===== src/rtl/hrms_pkg.sv =====
// Shared types and action codes for the history ring with match search.
package hrms_pkg;

  localparam logic [1:0] ACT_PUSH   = 2'd0;
  localparam logic [1:0] ACT_FLUSH  = 2'd1;
  localparam logic [1:0] ACT_LOCATE = 2'd2;

  typedef struct packed {
    logic [1:0]  action;
    logic [63:0] element;
  } hrms_in_t;

  typedef struct packed {
    logic       found;
    logic [3:0] slot_index;
  } hrms_out_t;

  typedef struct packed {
    logic active;
    logic found;
  } hrms_token_t;

endpackage


===== src/rtl/hrms_cell.sv =====
// One history slot with its comparator and one stage of the search token chain.
module hrms_cell #(
  parameter int ELEMENT_BITS = 64,
  parameter int IDX_W        = 4,
  parameter int CELL_INDEX   = 0
) (
  input  logic                    clk_i,
  input  logic                    rst_ni,
  input  logic                    wr_en_i,
  input  logic [IDX_W-1:0]        wr_pos_i,
  input  logic                    wrapped_i,
  input  logic [ELEMENT_BITS-1:0] wr_data_i,
  input  logic [ELEMENT_BITS-1:0] key_i,
  input  hrms_pkg::hrms_token_t   tok_i,
  input  logic [IDX_W-1:0]        idx_i,
  output hrms_pkg::hrms_token_t   tok_o,
  output logic [IDX_W-1:0]        idx_o
);

  localparam logic [IDX_W-1:0] MyIndex = IDX_W'(CELL_INDEX);

  logic [ELEMENT_BITS-1:0] slot_q;
  hrms_pkg::hrms_token_t   tok_q, tok_d;
  logic [IDX_W-1:0]        idx_q, idx_d;
  logic                    slot_valid;
  logic                    hit;

  assign slot_valid = wrapped_i || (MyIndex < wr_pos_i);
  assign hit        = tok_i.active && slot_valid && (slot_q == key_i);

  always_comb begin
    tok_d.active = tok_i.active;
    tok_d.found  = tok_i.found || hit;
    if (tok_i.found) begin
      idx_d = idx_i;
    end else if (hit) begin
      idx_d = MyIndex;
    end else begin
      idx_d = '0;
    end
  end

  always_ff @(posedge clk_i) begin
    if (wr_en_i && (wr_pos_i == MyIndex)) begin
      slot_q <= wr_data_i;
    end
    idx_q <= idx_d;
  end

  always_ff @(posedge clk_i or negedge rst_ni) begin
    if (!rst_ni) begin
      tok_q <= '0;
    end else begin
      tok_q <= tok_d;
    end
  end

  assign tok_o = tok_q;
  assign idx_o = idx_q;

endmodule


===== src/rtl/history_ring_with_match_search_core.sv =====
// Top level of the history ring with a cell chain that searches for matching elements.
//
//   Channel  Direction  Payload               Handshake
//   in       input      hrms_pkg::hrms_in_t   in_valid_i / in_stall_o
//   out      output     hrms_pkg::hrms_out_t  out_valid_o / out_stall_i
//
// A push or flush transaction is done when it is accepted, and the next may follow at once.
// A locate transaction walks a token through the DEPTH cells, one cell a cycle,
// so its result is registered on the output after the last cell; input stalls meanwhile.
// A new locate also stalls while an earlier result still waits on the output.
// Reset clears the write position, the wrap mark and the chain; slots keep no reset.
module history_ring_with_match_search_core #(
  parameter int DEPTH        = 16,
  parameter int ELEMENT_BITS = 64
) (
  input  logic                 clk_i,
  input  logic                 rst_ni,
  input  logic                 in_valid_i,
  output logic                 in_stall_o,
  input  hrms_pkg::hrms_in_t   in_data_i,
  output logic                 out_valid_o,
  input  logic                 out_stall_i,
  output hrms_pkg::hrms_out_t  out_data_o
);

  localparam int IDX_W = (DEPTH > 1) ? $clog2(DEPTH) : 1;
  localparam logic [IDX_W-1:0] LastPos = IDX_W'(DEPTH - 1);

  logic                    accept;
  logic                    do_push;
  logic                    do_flush;
  logic                    do_locate;
  logic [ELEMENT_BITS-1:0] elem;

  logic [IDX_W-1:0]        wr_pos_q, wr_pos_d;
  logic                    wrapped_q, wrapped_d;
  logic                    busy_q, busy_d;
  logic                    start_q;
  logic [ELEMENT_BITS-1:0] key_q;
  logic                    out_valid_q, out_valid_d;
  hrms_pkg::hrms_out_t     out_data_q;

  hrms_pkg::hrms_token_t   tok [DEPTH+1];
  logic [IDX_W-1:0]        idx [DEPTH+1];
  logic [IDX_W+3:0]        idx_ext;

  assign in_stall_o = busy_q ||
                      (out_valid_q && (in_data_i.action == hrms_pkg::ACT_LOCATE));
  assign accept     = in_valid_i && !in_stall_o;
  assign do_push    = accept && (in_data_i.action == hrms_pkg::ACT_PUSH);
  assign do_flush   = accept && (in_data_i.action == hrms_pkg::ACT_FLUSH);
  assign do_locate  = accept && (in_data_i.action == hrms_pkg::ACT_LOCATE);
  assign elem       = in_data_i.element[ELEMENT_BITS-1:0];

  always_comb begin
    wr_pos_d  = wr_pos_q;
    wrapped_d = wrapped_q;
    if (do_flush) begin
      wr_pos_d  = '0;
      wrapped_d = 1'b0;
    end else if (do_push) begin
      if (wr_pos_q == LastPos) begin
        wr_pos_d  = '0;
        wrapped_d = 1'b1;
      end else begin
        wr_pos_d = wr_pos_q + 1'b1;
      end
    end
  end

  always_comb begin
    busy_d = busy_q;
    if (do_locate) begin
      busy_d = 1'b1;
    end else if (tok[DEPTH].active) begin
      busy_d = 1'b0;
    end
    out_valid_d = out_valid_q;
    if (tok[DEPTH].active) begin
      out_valid_d = 1'b1;
    end else if (out_valid_q && !out_stall_i) begin
      out_valid_d = 1'b0;
    end
  end

  always_ff @(posedge clk_i or negedge rst_ni) begin
    if (!rst_ni) begin
      wr_pos_q    <= '0;
      wrapped_q   <= 1'b0;
      busy_q      <= 1'b0;
      start_q     <= 1'b0;
      out_valid_q <= 1'b0;
    end else begin
      wr_pos_q    <= wr_pos_d;
      wrapped_q   <= wrapped_d;
      busy_q      <= busy_d;
      start_q     <= do_locate;
      out_valid_q <= out_valid_d;
    end
  end

  assign idx_ext = {4'b0000, idx[DEPTH]};

  always_ff @(posedge clk_i) begin
    if (do_locate) begin
      key_q <= elem;
    end
    if (tok[DEPTH].active) begin
      out_data_q.found      <= tok[DEPTH].found;
      out_data_q.slot_index <= idx_ext[3:0];
    end
  end

  assign tok[0].active = start_q;
  assign tok[0].found  = 1'b0;
  assign idx[0]        = '0;

  for (genvar g = 0; g < DEPTH; g++) begin : g_cell
    hrms_cell #(
      .ELEMENT_BITS (ELEMENT_BITS),
      .IDX_W        (IDX_W),
      .CELL_INDEX   (g)
    ) u_cell (
      .clk_i     (clk_i),
      .rst_ni    (rst_ni),
      .wr_en_i   (do_push),
      .wr_pos_i  (wr_pos_q),
      .wrapped_i (wrapped_q),
      .wr_data_i (elem),
      .key_i     (key_q),
      .tok_i     (tok[g]),
      .idx_i     (idx[g]),
      .tok_o     (tok[g+1]),
      .idx_o     (idx[g+1])
    );
  end

  assign out_valid_o = out_valid_q;
  assign out_data_o  = out_data_q;

endmodule


===== config.mk =====
export PLATFORM = sky130hd
export DESIGN_NAME = history_ring_with_match_search_core
export DESIGN_NICKNAME = d
export VERILOG_FILES = /design/src/rtl/hrms_pkg.sv /design/src/rtl/hrms_cell.sv /design/src/rtl/history_ring_with_match_search_core.sv
export SDC_FILE = /design/constraint.sdc
export NUM_CORES = 2
export LEC_CHECK = 0
export BUFFER_PORTS_ARGS = -buffer_cell sky130_fd_sc_hd__clkbuf_2
export CAP_MARGIN = 20
export CORE_ASPECT_RATIO = 1.2
export CORE_MARGIN = 2
export CORE_UTILIZATION = 25
export DETAILED_ROUTE_END_ITERATION = 10
export GPL_ROUTABILITY_DRIVEN = 0
export MAX_ROUTING_LAYER = met4
export PLACE_DENSITY_LB_ADDON = 0.2
export SLEW_MARGIN = 0
export SYNTH_ARGS = -nofsm -noshare
export SYNTH_HDL_FRONTEND = slang
export SYNTH_HIERARCHICAL = 1
export SYNTH_SLANG_ARGS = --single-unit
export TNS_END_PERCENT = 1

===== constraint.sdc =====
create_clock -name clk_i -period 9.6 [get_ports clk_i]
set_input_delay 1.92 -clock clk_i [delete_from_list [all_inputs] [get_ports clk_i]]
set_output_delay 1.92 -clock clk_i [all_outputs]
set_load 0.02 [all_outputs]

Word-level counts from Yosys, hierarchy flattened
Index checks and enable logic that the tools add are counted.
{"block": "word_totals", "regBits": 1193, "out_inout_bits": 7}
{"block": "classes", "add_sub_neg": 1, "magnitude_cmp": 16, "eq_ne": 33, "muxes": 39, "n_reduce_logical": 95}
{"operator": "== test 64 bit", "count": 16}
{"operator": "2-to-1 mux 4 bit", "count": 25}
{"operator": "logical AND 1 bit", "count": 54}
{"operator": "== test 4 bit, second input constant", "count": 8}
{"operator": "logical OR 1 bit", "count": 32}
{"operator": "less-than comparator 4 bit, first input constant", "count": 8}
{"operator": "== test 4 x 3 -> 1 bit, second input constant", "count": 4}
{"operator": "less-than comparator 3 x 4 -> 1 bit, first input constant", "count": 4}
{"operator": "2-to-1 mux 3 bit", "count": 4}
{"operator": "== test 4 x 2 -> 1 bit, second input constant", "count": 2}
{"operator": "less-than comparator 1 x 4 -> 1 bit, first input constant", "count": 2}
{"operator": "less-than comparator 2 x 4 -> 1 bit, first input constant", "count": 2}
{"operator": "2-to-1 mux 1 bit", "count": 8}
{"operator": "nonzero test 2 bit", "count": 4}
{"operator": "adder 4 x 1 -> 4 bit, second input constant", "count": 1}
{"operator": "== test 4 x 1 -> 1 bit, second input constant", "count": 1}
{"operator": "zero test 4 bit", "count": 1}
{"operator": "2-to-1 mux 2 bit", "count": 2}
{"operator": "== test 2 x 1 -> 1 bit, second input constant", "count": 1}
{"operator": "== test 2 bit, second input constant", "count": 1}
{"operator": "zero test 1 bit", "count": 2}
{"operator": "zero test 2 bit", "count": 1}
{"operator": "AND reduction 2 bit", "count": 1}

Longest topological paths before layout
{"block": "depth", "ltp_word": 8, "mapped_depth": 5, "mapped_depth_nobuf": 5}

By module
Netlist, hierarchy kept.
{"mod": "hrms_cell at g_cell[12].u_cell", "n_inst": 1, "cells_each": 194, "area_per_inst_um2": 2976.6}
{"mod": "hrms_cell at g_cell[13].u_cell", "n_inst": 1, "cells_each": 196, "area_per_inst_um2": 2974.1}
{"mod": "hrms_cell at g_cell[14].u_cell", "n_inst": 1, "cells_each": 198, "area_per_inst_um2": 2956.6}
{"mod": "hrms_cell at g_cell[15].u_cell", "n_inst": 1, "cells_each": 194, "area_per_inst_um2": 2954.1}
{"mod": "hrms_cell at g_cell[1].u_cell", "n_inst": 1, "cells_each": 190, "area_per_inst_um2": 2924.1}
{"mod": "hrms_cell at g_cell[10].u_cell", "n_inst": 1, "cells_each": 188, "area_per_inst_um2": 2920.3}
{"mod": "hrms_cell at g_cell[5].u_cell", "n_inst": 1, "cells_each": 184, "area_per_inst_um2": 2909.0}
{"mod": "hrms_cell at g_cell[11].u_cell", "n_inst": 1, "cells_each": 185, "area_per_inst_um2": 2899.0}
{"mod": "hrms_cell at g_cell[6].u_cell", "n_inst": 1, "cells_each": 182, "area_per_inst_um2": 2892.8}
{"mod": "hrms_cell at g_cell[9].u_cell", "n_inst": 1, "cells_each": 181, "area_per_inst_um2": 2892.8}
{"mod": "hrms_cell at g_cell[3].u_cell", "n_inst": 1, "cells_each": 180, "area_per_inst_um2": 2877.8}
{"mod": "hrms_cell at g_cell[4].u_cell", "n_inst": 1, "cells_each": 179, "area_per_inst_um2": 2872.8}
{"mod": "hrms_cell at g_cell[7].u_cell", "n_inst": 1, "cells_each": 179, "area_per_inst_um2": 2869.0}
{"mod": "hrms_cell at g_cell[0].u_cell", "n_inst": 1, "cells_each": 168, "area_per_inst_um2": 2836.5}
{"mod": "+3 rows"}

Worst setup path after synthesis
OpenSTA, ideal clock, no wires.
{"block": "synth_timing", "path_kind": "input to register", "start": "input in_data_i[65] in the netlist's numbering", "end": "register g_cell[1].u_cell.slot_q[0] (enable)", "setup_ps": 645, "t_arrival_ps": 9538, "required_ps": 8955, "path_slack_ps": -583, "stages": 3, "n_path_buf": 0, "cell_sequence": "nor4b_1 > nand2_1 > nor4_1"}
{"block": "synth_via", "elab_chain_len": 7}
{"element": "start: declaration", "line_no": "history_ring_with_match_search_core.sv:20", "source": "input hrms_pkg::hrms_in_t in_data_i,"}
{"element": "== test 2 bit", "line_no": "history_ring_with_match_search_core.sv:48", "source": "(out_valid_q && (in_data_i.action == hrms_pkg::ACT_LOCATE));"}
{"element": "logical AND 1 bit", "line_no": "history_ring_with_match_search_core.sv:48"}
{"element": "logical OR 1 bit", "line_no": "history_ring_with_match_search_core.sv:47", "source": "assign in_stall_o = busy_q ||"}
{"element": "zero test 1 bit", "line_no": "history_ring_with_match_search_core.sv:49", "source": "assign accept = in_valid_i && !in_stall_o;"}
{"element": "logical AND 1 bit", "line_no": "history_ring_with_match_search_core.sv:49"}
{"element": "logical AND 1 bit (*)", "line_no": "history_ring_with_match_search_core.sv:50", "source": "assign do_push = accept && (in_data_i.action == hrms_pkg::ACT_PUSH);"}
{"element": "logical AND 1 bit (*)", "line_no": "hrms_cell.sv:44", "source": "if (wr_en_i && (wr_pos_i == MyIndex)) begin"}
{"element": "end signal: assignment", "line_no": "hrms_cell.sv:45", "source": "slot_q <= wr_data_i;"}
{"element": "end: declaration", "line_no": "hrms_cell.sv:22", "source": "logic [ELEMENT_BITS-1:0] slot_q;"}
Mark *: on every way between the ends. The rest lies on a longest branch, timed or not.
A chain may end at the register's enable or synchronous reset.

Final worst setup path
{"block": "layout_timing", "start": "input in_data_i[64] in the netlist's numbering", "end": "output in_stall_o"}
{"block": "layout_via", "elab_chain_len": 3}
{"element": "== test 2 bit", "line_no": "history_ring_with_match_search_core.sv:48"}
{"element": "logical AND 1 bit", "line_no": "history_ring_with_match_search_core.sv:48"}
{"element": "logical OR 1 bit", "line_no": "history_ring_with_match_search_core.sv:47"}
{"element": "end: declaration", "line_no": "history_ring_with_match_search_core.sv:19", "source": "output logic in_stall_o,"}
No other way between the ends.

==> results.md <==
- The classification of the worst-slack hold path is flip-flop to flip-flop.
- The row count is 177.
- Entering global routing, the biggest net connects 65 pins.
- Summing over every cut layer, the via total after detailed routing is 30.14k.
- The synthesis warning total is 6.
- The worst path setup slack after routing is 5.125 ns.
- The area of all placed cells without fillers is 58040 um2.
- Across the run, the number of max-cap violations was 0.
- At the end of the flow, the number of nets in the layout was 3495.
- The largest clock skew in the final design is 0.03236 ns.
- By area the synthesized netlist is led by sky130_fd_sc_hd__edfxtp_1 67%, sky130_fd_sc_hd__xnor2_1 12%, sky130_fd_sc_hd__xor2_1 2.7%.
- Of all flip-flops after synthesis, the portion carrying an async set or reset was 0.03342.
- The number of distinct standard cells referenced by the synthesized netlist is 71.
- The initial antenna violation count is 40.
- Pin placement for this block handled 77 I/O pins.
- After detailed routing, the number of remaining DRC violations is 0.
- The number of H-tree levels is 4.
- The number of register bits inferred by synthesis is 1197.
- The worst setup path is launched from an input port.
- The type of the setup path with the least slack is input port to output pin.
- In the final layout, the share of cells above drive strength 1 is 0.1430.
- The die covers 199100 um2.
- The maximum frequency from static timing analysis is 0.2235 GHz.
- After layout, the minimum clock period comes to 4.475 ns.
- The pre-CTS setup slack is 4.978 ns.
- Dividing the detail-routed via count by the number of cells gives 4.914.
- The initial standard-cell utilization of the core is 0.2520.
- The synthesis-to-finish area growth is 18.72%.
- In this run the worst path has a maximum fanout of 5.
- The number of clock buffers inserted by TritonCTS is 131.
- The worst-case headroom to the max-slew limit is 0.1652.
- The largest buffer count on any clock path is 3.
- The flow ran to the end, and the final reports show no timing, DRC or antenna violations.
- The global-route wire length before repair is 290000 um.
- The number of buffer cells added on primary ports is 76.
- The compound-gate portion of the synthesized area was 0.04016.
- The pre-antenna-repair detailed-routing pass consisted of 5 iterations.
- The largest total area in the synthesized netlist belongs to sky130_fd_sc_hd__edfxtp_1.
- For this run, the total global-route usage over all layers was measured as 0.2286.
- The area share of the largest cell type after synthesis is 0.6714.
- Post-CTS repair changed the size of 0 cells.
- The count of final setup violators is 0.
- The number of hold violations in the final report is 0.
- Measured on the finished design, the core utilization comes to 0.2992.
- The number of fillers in the final layout is 19.39k.
- The number of max-slew violations in the final report is 0.
- The launch point of the worst hold path is g_cell[1].u_cell/tok_o[1].
- The number of enable flip-flop cells after synthesis is 1093.
- For this block, the routed nets add up to 224000 um of wire.
- Summed over all cells, the static leakage comes to 0.01819 uW.
- Counting every instance in the synthesized netlist gives 3044.
- In this run the vertical extent of the chip is 488.4 um.
- The cell area that synthesis handed to floorplanning was 48890 um2.
- The detail route stage leaves a number of antenna-violating nets equal to 0.
- Setup repair after global routing left no endpoint under its margin.
- Of the total synthesized cell area, the portion taken by AND, OR, NAND and NOR gates is 0.08349.
- Of the total synthesized cell area, the portion taken by full adders, half adders and majority gates is 0.0002559.
- For this run, the leading register cell type out of synthesis is sky130_fd_sc_hd__edfxtp_1.
- For this block, the initial DRC count from the detailed router was 4454.
- The root buffer cell chosen for the clock tree is sky130_fd_sc_hd__clkbuf_16.
- The largest family of logic cells by synthesized area is XOR/XNOR gates.
- The worst-case IR drop observed on VDD is 125.6 uV.
- The number of global-route vias before repair was 28.62k.
- The sequential fraction of the synthesis area is 0.7181.
- The power per standard cell area is 202.1 nW/um2.
- The HPWL after detailed placement is 129000 um.
- The worst flop-to-flop path startpoint is key_q[39].
- Averaged over all synthesized cells, the footprint is 16.06 um2.
- The launching instance or port of the critical path is in_data_i[64].
- The category of the worst setup path capture point is an output pin.
- The area share of xor/xnor cells in the synthesized design is 0.1446.
- The transition time at the pin with the least slew margin is 1.241 ns.
- The leftover overflow at the end of global routing is 0.
- The chip width is 407.7 um.
- For this design, the sink count on the clock tree is 1197.
- The worst endpoint required time is 7.68 ns.
- The total cell area at the placement stage is 53940 um2.
- Clock-pin slew was measured on the worst setup and hold paths at 0.06 ns.
- STA puts the critical path data arrival time at 2.56 ns.
- In the final routed layout, each cell accounts on average for 36.53 um.
- After routing, the total negative slack on setup checks comes to 0 ns.
- TritonCTS built the clock tree.
- After synthesis, the share of cell area in mux cells is 0.
- Dividing the final minimum period by the clock period gives 0.4662.
- The post-cts hold buffer count is 0.
- In this run the standard cell core region covers 194000 um2.
- Clock latency on the worst-skew pair, taken at its later pin, is 0.79 ns.
- In this run the post-CTS setup repair buffer count came out at 0.
-- critical path, stage by stage --
cell                       delay (ns)
sky130_fd_sc_hd__clkbuf_2        0.13
sky130_fd_sc_hd__inv_1           0.10
sky130_fd_sc_hd__a31o_2          0.25
sky130_fd_sc_hd__clkbuf_2        0.15
-- metrics by stage --
step	hold slack, ns	instances	power [uW]
after detailed placement	0.3694	5886	6886
after floorplan	0.3466	3052	6268
final	0.4028	6133	11730
after global placement	0.3645	5880	6886
after CTS	0.3881	6120	11780
after global routing	0.4008	6123	11990
-- per-layer routing --
metal	up-vias	wire length (um)	track usage
met2	1472	110700	0.3872
met3	294	14530	0.02979
met5	-	0	-
li1	12159	-	-
met4	0	8217	0.07225
met1	16212	90540	0.2833
-- worst paths after layout --
path / endpoint / slack (ns) / depth (start not counted)
min: g_cell[2].u_cell/tok_o[1] / 0.40 / 0
max in group asynchronous: wrapped_q / 7.68 / 2
max: in_stall_o / 5.12 / 4
min in group asynchronous: g_cell[10].u_cell/tok_o[0] / 1.34 / 2
min reg2reg: g_cell[2].u_cell/tok_o[1] / 0.40 / 0
max reg2reg: g_cell[7].u_cell/tok_o[0] / 6.23 / 6
-- sequential cells by signal, summed over array words and instances, names as in the netlist --
| register | cells |
|---|---|
| g_cell.u_cell/slot_q | 1024 |
| wr_pos_q | 4 |
| key_q | 64 |
| out_data_o | 5 |
| wrapped_q | 1 |
| g_cell.u_cell/tok_o | 32 |
| g_cell.u_cell/idx_o | 64 |
| start_q | 1 |
| out_valid_o | 1 |
| busy_q | 1 |
-- cells in the final DEF, fill, tap and decap left out, types with 17 or more instances in the layout --
master,synthesis,routed
sky130_fd_sc_hd__nor4_2,28,34
sky130_fd_sc_hd__nor4_1,67,60
sky130_fd_sc_hd__o21ai_1,24,24
sky130_fd_sc_hd__inv_1,160,160
sky130_fd_sc_hd__xnor2_1,659,659
sky130_fd_sc_hd__clkbuf_16,0,136
sky130_fd_sc_hd__nand2_1,53,53
sky130_fd_sc_hd__o221ai_1,21,21
sky130_fd_sc_hd__and2_1,33,32
sky130_fd_sc_hd__clkbuf_2,0,76
sky130_fd_sc_hd__dfrtp_1,40,38
sky130_fd_sc_hd__nand3_1,31,31
sky130_fd_sc_hd__clkinv_2,0,17
sky130_fd_sc_hd__nand2b_1,92,92
sky130_fd_sc_hd__nand4_1,173,173
sky130_fd_sc_hd__xor2_1,148,148
sky130_fd_sc_hd__clkinv_1,6,32
sky130_fd_sc_hd__dfxtp_1,64,64
sky130_fd_sc_hd__edfxtp_1,1093,1093
sky130_fd_sc_hd__nor2b_1,74,74
sky130_fd_sc_hd__o2111ai_1,29,29
sky130_fd_sc_hd__o22ai_1,39,39
sky130_fd_sc_hd__a2111o_1,26,26
sky130_fd_sc_hd__buf_4,0,160
sky130_fd_sc_hd__clkbuf_1,0,32
-- layout make-up --
cell class | count | area, um2 | area share
antenna | 13 | 32.53 | 0.0005605
timing repair buffer | 240 | 1639 | 0.02824
inverter | 171 | 641.9 | 0.01106
clock buffer | 175 | 3620 | 0.06237
multi-input combinational | 1683 | 13300 | 0.2292
sequential | 1197 | 35110 | 0.6049
tap | 2595 | 3247 | 0.05595
clock inverter | 59 | 447.9 | 0.007718
-- cells by family (layout without fill, tap and decap cells) --
kind of cell	after synthesis	in the layout
adder cells (fa/ha/maj)	1	1
AO/OA/AOI/OAI	235	235
buffers and inverters	172	645
other	1	22
XOR/XNOR	807	807
flip-flops	1197	1197
AND/OR/NAND/NOR	631	631
-- where the power goes --
| group | total [uW] | switching [uW] | internal, uW |
|---|---|---|---|
| registers | 5820 | 50.6 | 5770 |
| clock network | 4940 | 2180 | 2760 |
| logic | 964 | 746 | 218 |
| total | 11700 | 2970 | 8750 |
-- Yosys cell counts, drive strengths merged (13+ instances only) --
master,n
edfxtp,1093
xnor2,659
nand4,177
inv,165
xor2,148
nor4,100
nand2b,92
nor2b,78
dfxtp,64
nand2,53
dfrtp,40
o22ai,39
and2,33
nand3,32
o21ai,32
o2111ai,30
a2111o,26
nor2,22
o221ai,21
nor3,13
o21bai,13
(Power assumes the default switching activity.)
